`config.mk`:
```
export PLATFORM = sky130hd
export DESIGN_NAME = power_key_controller
export DESIGN_NICKNAME = d
export VERILOG_FILES = /design/src/hw/rtl/pkc_pkg.sv /design/src/hw/rtl/power_key_controller.sv /design/src/hw/rtl/pkc_core.sv
export SDC_FILE = /design/constraint.sdc
export NUM_CORES = 1
export LEC_CHECK = 0
export BUFFER_PORTS_ARGS = -buffer_cell sky130_fd_sc_hd__clkbuf_2
export CAP_MARGIN = 40
export CORE_MARGIN = 1
export CORE_UTILIZATION = 51
export DETAILED_ROUTE_END_ITERATION = 10
export HOLD_SLACK_MARGIN = 0.05
export PLACE_DENSITY = 0.68
export SYNTH_ARGS = -nofsm -noshare
export SYNTH_HDL_FRONTEND = slang
export SYNTH_SLANG_ARGS = --single-unit
```
`constraint.sdc`:
```
create_clock -name clk -period 17.6 [get_ports clk]
set_input_delay 2.64 -clock clk [delete_from_list [all_inputs] [get_ports clk]]
set_output_delay 2.64 -clock clk [all_outputs]
set_load 0.01 [all_outputs]
```
`src/hw/rtl/pkc_pkg.sv`:
```
// ----------------------------------------------------------------------------
// pkc_pkg
// Shared types, register codes and the wrapped elapsed-time compare for the
// power key controller.
// ----------------------------------------------------------------------------
`default_nettype none

package pkc_pkg;

  localparam int unsigned TICK_W    = 32;
  localparam int unsigned CFG_W     = 16;
  localparam int unsigned CFG_IDX_W = 3;

  // Register indexes on the configuration port
  localparam logic [CFG_IDX_W-1:0] REG_ON_HOLD_MIN    = 3'd0;
  localparam logic [CFG_IDX_W-1:0] REG_RELEASE_SETTLE = 3'd1;
  localparam logic [CFG_IDX_W-1:0] REG_LONG_PRESS_MIN = 3'd2;
  localparam logic [CFG_IDX_W-1:0] REG_AUTO_OFF_WAIT  = 3'd3;

  // Register values after reset
  localparam logic [CFG_W-1:0] ON_HOLD_MIN_RST    = 16'd5000;
  localparam logic [CFG_W-1:0] RELEASE_SETTLE_RST = 16'd5000;
  localparam logic [CFG_W-1:0] LONG_PRESS_MIN_RST = 16'd50000;
  localparam logic [CFG_W-1:0] AUTO_OFF_WAIT_RST  = 16'd50000;

  typedef struct packed {
    logic [CFG_W-1:0] on_hold_min;
    logic [CFG_W-1:0] release_settle;
    logic [CFG_W-1:0] long_press_min;
    logic [CFG_W-1:0] auto_off_wait;
  } pkc_cfg_t;

  typedef struct packed {
    logic power_on_pulse;
    logic force_shutdown;
    logic notice_pending;
    logic query_reason;
  } pkc_result_t;

  // Elapsed time from b to e exceeds t; a backward step counts through wrap
  function automatic logic elapsed_over(input logic [TICK_W-1:0] b,
                                        input logic [TICK_W-1:0] e,
                                        input logic [CFG_W-1:0]  t,
                                        input logic [TICK_W-1:0] wrap);
    logic [TICK_W-1:0] span;
    if (e >= b) begin
      span = e - b;
    end else begin
      span = (wrap - b) + e;
    end
    return span > {{(TICK_W-CFG_W){1'b0}}, t};
  endfunction

endpackage

`default_nettype wire

```
`src/hw/rtl/power_key_controller.sv`:
```
// ----------------------------------------------------------------------------
// power_key_controller
// Power key press tracking: power-on pulse, long-press shutdown notice and
// forced shutdown after the auto wait.
//
//   channel  handshake              payload
//   in_      in_valid / in_stall    key_pressed, rail_on, now_ticks, query_notice
//   out_     out_valid / out_stall  power_on_pulse, force_shutdown,
//                                   notice_pending, query_reason
//   cfg_     cfg_valid / cfg_ready  cfg_index, cfg_data (16 bit)
//
// One word in per cycle while in_stall is low; its result goes to the output
// register, or to the skid entry if that is held. The state update is one pass
// of compare/subtract logic. A two-entry output buffer absorbs one result while
// out_stall is high; in_stall rises only when both entries are full. Reset clears
// all key state and loads the register defaults; configuration is always ready.
// ----------------------------------------------------------------------------
`default_nettype none

module power_key_controller
  import pkc_pkg::*;
#(
  parameter logic [31:0] TIME_WRAP = 32'hFFFF_FFFF
) (
  input  wire logic                 clk,
  input  wire logic                 rst_n,
  input  wire logic                 in_valid,
  output logic                      in_stall,
  input  wire logic                 in_key_pressed,
  input  wire logic                 in_rail_on,
  input  wire logic [TICK_W-1:0]    in_now_ticks,
  input  wire logic                 in_query_notice,
  output logic                      out_valid,
  input  wire logic                 out_stall,
  output logic                      out_power_on_pulse,
  output logic                      out_force_shutdown,
  output logic                      out_notice_pending,
  output logic                      out_query_reason,
  input  wire logic                 cfg_valid,
  output logic                      cfg_ready,
  input  wire logic [CFG_IDX_W-1:0] cfg_index,
  input  wire logic [CFG_W-1:0]     cfg_data
);

  pkc_cfg_t    cfg_r;
  pkc_result_t step_res;
  pkc_result_t main_r, skid_r;
  logic        main_valid_r, skid_valid_r;
  logic        accept, pop;

  assign cfg_ready = 1'b1;
  assign in_stall  = skid_valid_r;
  assign accept    = in_valid && !skid_valid_r;
  assign pop       = main_valid_r && !out_stall;

  // Configuration registers
  always_ff @(posedge clk) begin
    if (!rst_n) begin
      cfg_r.on_hold_min    <= ON_HOLD_MIN_RST;
      cfg_r.release_settle <= RELEASE_SETTLE_RST;
      cfg_r.long_press_min <= LONG_PRESS_MIN_RST;
      cfg_r.auto_off_wait  <= AUTO_OFF_WAIT_RST;
    end else if (cfg_valid && cfg_ready) begin
      unique case (cfg_index)
        REG_ON_HOLD_MIN:    cfg_r.on_hold_min    <= cfg_data;
        REG_RELEASE_SETTLE: cfg_r.release_settle <= cfg_data;
        REG_LONG_PRESS_MIN: cfg_r.long_press_min <= cfg_data;
        REG_AUTO_OFF_WAIT:  cfg_r.auto_off_wait  <= cfg_data;
        default: ;
      endcase
    end
  end

  pkc_core #(
    .TIME_WRAP(TIME_WRAP)
  ) u_core (
    .clk         (clk),
    .rst_n       (rst_n),
    .step_en     (accept),
    .key_pressed (in_key_pressed),
    .rail_on     (in_rail_on),
    .now_ticks   (in_now_ticks),
    .query_notice(in_query_notice),
    .cfg         (cfg_r),
    .result      (step_res)
  );

  // Output register with one skid entry behind it
  always_ff @(posedge clk) begin
    if (!rst_n) begin
      main_valid_r <= 1'b0;
      skid_valid_r <= 1'b0;
    end else if (pop) begin
      if (skid_valid_r) begin
        main_r       <= skid_r;
        skid_valid_r <= 1'b0;
      end else begin
        main_valid_r <= accept;
        main_r       <= step_res;
      end
    end else if (accept) begin
      if (!main_valid_r) begin
        main_valid_r <= 1'b1;
        main_r       <= step_res;
      end else begin
        skid_valid_r <= 1'b1;
        skid_r       <= step_res;
      end
    end
  end

  assign out_valid          = main_valid_r;
  assign out_power_on_pulse = main_r.power_on_pulse;
  assign out_force_shutdown = main_r.force_shutdown;
  assign out_notice_pending = main_r.notice_pending;
  assign out_query_reason   = main_r.query_reason;

endmodule

`default_nettype wire

```
`src/hw/rtl/pkc_core.sv`:
```
// ----------------------------------------------------------------------------
// pkc_core
// Press tracking state for the power-on and power-off paths, auto shutdown
// timer and host notice. Updates state and forms one result per step.
// ----------------------------------------------------------------------------
`default_nettype none

module pkc_core
  import pkc_pkg::*;
#(
  parameter logic [31:0] TIME_WRAP = 32'hFFFF_FFFF
) (
  input  wire logic              clk,
  input  wire logic              rst_n,
  input  wire logic              step_en,
  input  wire logic              key_pressed,
  input  wire logic              rail_on,
  input  wire logic [TICK_W-1:0] now_ticks,
  input  wire logic              query_notice,
  input  wire pkc_cfg_t          cfg,
  output pkc_result_t            result
);

  logic              on_pressed_r, on_released_r, off_pressed_r, off_released_r;
  logic              auto_armed_r, notice_flag_r;
  logic [TICK_W-1:0] on_press_time_r, on_release_time_r;
  logic [TICK_W-1:0] off_press_time_r, off_release_time_r, auto_start_time_r;

  logic              on_pressed_nxt, on_released_nxt, off_pressed_nxt, off_released_nxt;
  logic              auto_armed_nxt, notice_flag_nxt;
  logic [TICK_W-1:0] on_press_time_nxt, on_release_time_nxt;
  logic [TICK_W-1:0] off_press_time_nxt, off_release_time_nxt, auto_start_time_nxt;

  // Walk one poll through whichever path owns the key
  always_comb begin
    on_pressed_nxt       = on_pressed_r;
    on_released_nxt      = on_released_r;
    on_press_time_nxt    = on_press_time_r;
    on_release_time_nxt  = on_release_time_r;
    off_pressed_nxt      = off_pressed_r;
    off_released_nxt     = off_released_r;
    off_press_time_nxt   = off_press_time_r;
    off_release_time_nxt = off_release_time_r;
    auto_armed_nxt       = auto_armed_r;
    auto_start_time_nxt  = auto_start_time_r;
    notice_flag_nxt      = notice_flag_r;
    result               = '0;

    priority if ((!rail_on || on_pressed_r) && !off_pressed_r) begin
      // power-on path
      if (!on_pressed_nxt && key_pressed) begin
        on_pressed_nxt    = 1'b1;
        on_press_time_nxt = now_ticks;
      end
      if (on_pressed_nxt && !on_released_nxt && !key_pressed) begin
        on_released_nxt     = 1'b1;
        on_release_time_nxt = now_ticks;
      end
      if (on_released_nxt) begin
        if (elapsed_over(on_press_time_nxt, on_release_time_nxt, cfg.on_hold_min,
                         TIME_WRAP)) begin
          result.power_on_pulse = 1'b1;
          on_pressed_nxt        = 1'b0;
          on_released_nxt       = 1'b0;
          on_press_time_nxt     = '0;
          on_release_time_nxt   = '0;
          auto_armed_nxt        = 1'b0;
          auto_start_time_nxt   = '0;
        end
        if (key_pressed) begin
          on_released_nxt = 1'b0;
        end
      end
    end else if ((rail_on || off_pressed_r) && !on_pressed_r) begin
      // power-off path
      if (!off_pressed_nxt && key_pressed) begin
        off_pressed_nxt    = 1'b1;
        off_press_time_nxt = now_ticks;
      end
      if (off_pressed_nxt && !off_released_nxt && !key_pressed) begin
        off_released_nxt     = 1'b1;
        off_release_time_nxt = now_ticks;
      end
      if (off_released_nxt) begin
        // drop a press whose release has settled
        if (elapsed_over(off_release_time_nxt, now_ticks, cfg.release_settle,
                         TIME_WRAP)) begin
          off_pressed_nxt      = 1'b0;
          off_released_nxt     = 1'b0;
          off_press_time_nxt   = '0;
          off_release_time_nxt = '0;
        end
        // long press: raise notice and arm the auto timer
        if (elapsed_over(off_press_time_nxt, off_release_time_nxt, cfg.long_press_min,
                         TIME_WRAP)) begin
          notice_flag_nxt      = 1'b1;
          off_pressed_nxt      = 1'b0;
          off_released_nxt     = 1'b0;
          off_press_time_nxt   = '0;
          off_release_time_nxt = '0;
          auto_armed_nxt       = 1'b1;
          auto_start_time_nxt  = now_ticks;
        end
        if (key_pressed) begin
          off_released_nxt = 1'b0;
        end
      end
      // auto timer expiry
      if (auto_armed_nxt && elapsed_over(auto_start_time_nxt, now_ticks, cfg.auto_off_wait,
                                         TIME_WRAP)) begin
        auto_armed_nxt        = 1'b0;
        auto_start_time_nxt   = '0;
        notice_flag_nxt       = 1'b0;
        result.force_shutdown = rail_on;
      end
    end

    // serve the host query after the key logic
    if (query_notice && notice_flag_nxt) begin
      notice_flag_nxt     = 1'b0;
      result.query_reason = 1'b1;
    end
    result.notice_pending = notice_flag_nxt;
  end

  // Hold state between polls
  always_ff @(posedge clk) begin
    if (!rst_n) begin
      on_pressed_r       <= 1'b0;
      on_released_r      <= 1'b0;
      on_press_time_r    <= '0;
      on_release_time_r  <= '0;
      off_pressed_r      <= 1'b0;
      off_released_r     <= 1'b0;
      off_press_time_r   <= '0;
      off_release_time_r <= '0;
      auto_armed_r       <= 1'b0;
      auto_start_time_r  <= '0;
      notice_flag_r      <= 1'b0;
    end else if (step_en) begin
      on_pressed_r       <= on_pressed_nxt;
      on_released_r      <= on_released_nxt;
      on_press_time_r    <= on_press_time_nxt;
      on_release_time_r  <= on_release_time_nxt;
      off_pressed_r      <= off_pressed_nxt;
      off_released_r     <= off_released_nxt;
      off_press_time_r   <= off_press_time_nxt;
      off_release_time_r <= off_release_time_nxt;
      auto_armed_r       <= auto_armed_nxt;
      auto_start_time_r  <= auto_start_time_nxt;
      notice_flag_r      <= notice_flag_nxt;
    end
  end

endmodule

`default_nettype wire

```
==> impl_metrics.env <==
export IMPL_status="finished, final reports clean"
export IMPL_numCtsBuffers=28
export IMPL_first_global_vias=24155
export IMPL_finalInstanceArea_sq_um=30600
export IMPL_routed_via_count=26531
export IMPL_wl_per_cell_microns=22.5
export IMPL_critPathMaxStageDelay_ps=570
export IMPL_ys_seq_area_frac=0.220
export IMPL_finalHoldViolations=0
export IMPL_post_route_drc_count=0
export IMPL_critPathKind="in -> reg"
export IMPL_cap_violations=0
export IMPL_synthToLayoutAreaGrowth_pct=38.1
export IMPL_fp_dieW_microns=211
export IMPL_hold_buffers=0
export IMPL_async_reset_ff_frac=0
export IMPL_maxSlewHeadroom=0.367
export IMPL_fin_cells=4217
export IMPL_cp_max_fo=16
export IMPL_drt_iter0_drc=3039
export IMPL_drive_gt1_frac=0.309
export IMPL_cp_required_ps=18090
export IMPL_die_h_microns=211
export IMPL_crit_arrival_ps=18080
export IMPL_syn_num_nets=3260
export IMPL_clockBufferDepth=3
export IMPL_synth_ff_type="dfxtp_1"
export IMPL_synth_area_per_cell_sq_um=7.40
export IMPL_hp_class="reg -> reg"
export IMPL_yosysUniqueCellTypes=97
export IMPL_netlist_area_leader_share=0.209
export IMPL_grt_first_pass_wirelength_microns=136000
export IMPL_die_area_sq_um=44300
export IMPL_synth_cell_area_sq_um=22200
export IMPL_p_leak_nw=13.3
export IMPL_netlist_top_cells_count="nand2_1 (492), a21oi_1 (294), dfxtp_1 (232)"
export IMPL_rows=76
export IMPL_final_max_slew_violation_count=0
export IMPL_synth_most_common_cell="nand2_1"
export IMPL_ios=66
export IMPL_synth_edf_count=8
export IMPL_dp_hpwl_microns=71300
export IMPL_place_area_sq_um=27500
export IMPL_cpMaxStageDelayCell="or4_4"
export IMPL_post_place_ws_ps=-1700
export IMPL_cts_reportedPaths_clkPinSlew_ps=60
export IMPL_cp_start_kind="primary input"
export IMPL_cp_end_kind="flop"
export IMPL_htreeDepth=1
export IMPL_yosysWarnings=0
export IMPL_port_buffers=64
export IMPL_whs_ps=454
export IMPL_layout_nets=3869
export IMPL_start_util=0.516
export IMPL_dp_cells=4109
export IMPL_clock_sinks=240
export IMPL_antenna_found_initial=1
export IMPL_synth_area_top_cells="dfxtp_1 (21%), ha_1 (11%), nand2_1 (8.3%)"
export IMPL_clockRootBuffer="clkbuf_16"
export IMPL_core_area_sq_um=43000
export IMPL_fin_setup_tns_ps=0
export IMPL_via_per_inst=6.29
export IMPL_synth_seq_cells=240
export IMPL_rsz0062_at_grt="true"
export IMPL_ant_nets=0
export IMPL_yosys_area_top_type="dfxtp_1"
export IMPL_grt_max_degree=100
export IMPL_regArea_sq_um=4880
export IMPL_cts_tree="yes"
export IMPL_multiInputGateArea_sq_um=17700
export IMPL_final_setup_worst_slack_ps=14.5
export IMPL_setup_violations=0
export IMPL_grt_overflow_total=0
export IMPL_power_mw=1.72
export IMPL_finalCriticalPeriod_ps=17590
export IMPL_grt_usage=0.392
export IMPL_tightest_slew_ps=949
export IMPL_fin_util=0.712
export IMPL_max_freq_mhz=56.9
export IMPL_drt_first_pass_iters=6
export IMPL_peakVddDrop_mv=0.0841
export IMPL_fin_skew_ps=13.6
export IMPL_clk_latency_ps=580
export IMPL_n_fill_cell=3430
export IMPL_place_congestion=1.06
export IMPL_power_per_cell_area_nw_per_um2=56.3
export IMPL_wl_microns=95000
export IMPL_synthCells=2998
export IMPL_fin_crit_sh=0.999
## sequential cells by signal (all words and copies together) (netlist names)
signal                     cells
cfg_r                         64
u_core.auto_start_time_r      32
u_core.off_press_time_r       32
u_core.off_release_time_r     32
u_core.on_press_time_r        32
u_core.on_release_time_r      32
skid_r                         4
in_stall                       1
out_force_shutdown             1
out_notice_pending             1
out_power_on_pulse             1
out_query_reason               1
out_valid                      1
u_core.auto_armed_r            1
u_core.notice_flag_r           1
u_core.off_pressed_r           1
u_core.off_released_r          1
u_core.on_pressed_r            1
u_core.on_released_r           1
## final timing paths
kind | startpoint | slack [ps] | to | cells past startpoint
setup reg to reg | u_core.off_pressed_r | 1350 | u_core.auto_start_time_r[22] | 76
setup / recovery | in_key_pressed | 10 | u_core.auto_start_time_r[22] | 77
hold reg to reg | u_core.on_press_time_r[0] | 450 | u_core.on_press_time_r[0] | 2
hold / removal | u_core.on_press_time_r[0] | 450 | u_core.on_press_time_r[0] | 2
## power by group
part / total (mW) / leakage (nW) / internal (mW) / switching (mW)
Sequential: 0.567 / 1.95 / 0.559 / 0.00795
Combinational: 0.574 / 10.9 / 0.234 / 0.340
Clock: 0.583 / 0.443 / 0.328 / 0.255
## what timing repair did
action                                 4_1_cts  5_1_grt
endpoints found under the hold margin        0        0
setup endpoints to repair                   40       40
buffers inserted                            17       28
gates cloned                                 3        7
pin swaps                                   59       86
gates resized for setup                     99      225
## cell families (layout without fill, tap and decap cells)
family	after synthesis	in the layout	share of synthesized area
XOR/XNOR	102	102	0.0403
buffers and inverters	313	944	0.0564
flip-flops	240	240	0.220
multiplexers	143	143	0.0667
AND/OR/NAND/NOR	1038	1038	0.219
AO/OA/AOI/OAI	958	958	0.280
adder cells (fa/ha/maj)	203	203	0.117
other	1	4	0.000169
## final cells by class
class	instances	area share
repair buffers	769	0.194
multi-input cells	2445	0.577
clock buffers	32	0.0237
well taps	585	0.0239
clock inverters	20	0.00601
inverters	123	0.0151
flip-flops and latches	240	0.160
diodes	3	0.000245
## critical path, delay by kind of cell
family                     cells  cell delay, ps
AOI/OAI and AO/OA             34            6400
and+or+nand+nor               15            3270
buffers and inverters         16            2640
adders and majority gates      6            1810
muxes                          3             700
xor gates and xnor gates       3             560
## cells in the final DEF (no fill, tap or decap), types with 46 or more instances in the layout
| cell | synthesis | layout |
|---|---|---|
| or3_1 | 51 | 50 |
| dfxtp_1 | 232 | 232 |
| nand2_1 | 492 | 485 |
| inv_1 | 122 | 121 |
| ha_1 | 195 | 169 |
| xor2_1 | 53 | 50 |
| mux2i_1 | 106 | 69 |
| buf_4 | 4 | 673 |
| nor2_1 | 163 | 146 |
| a21oi_1 | 294 | 255 |
| o2bb2ai_1 | 65 | 53 |
| and2_1 | 48 | 46 |
| clkbuf_2 | 0 | 63 |
| a21o_1 | 109 | 109 |
| o21ai_1 | 35 | 53 |
| nand4_1 | 78 | 78 |
| o21ai_0 | 169 | 142 |
## metal layers
| layer | track usage | wire length [microns] | vias to the layer above |
|---|---|---|---|
| met5 | 0 | 0 | - |
| met3 | 0.0632 | 10500 | 242 |
| met2 | 0.563 | 38900 | 1491 |
| met4 | 0.136 | 3990 | 0 |
| li1 | - | - | 12111 |
| met1 | 0.584 | 41700 | 12687 |
Note: power is estimated with default switching activity, not from simulation.
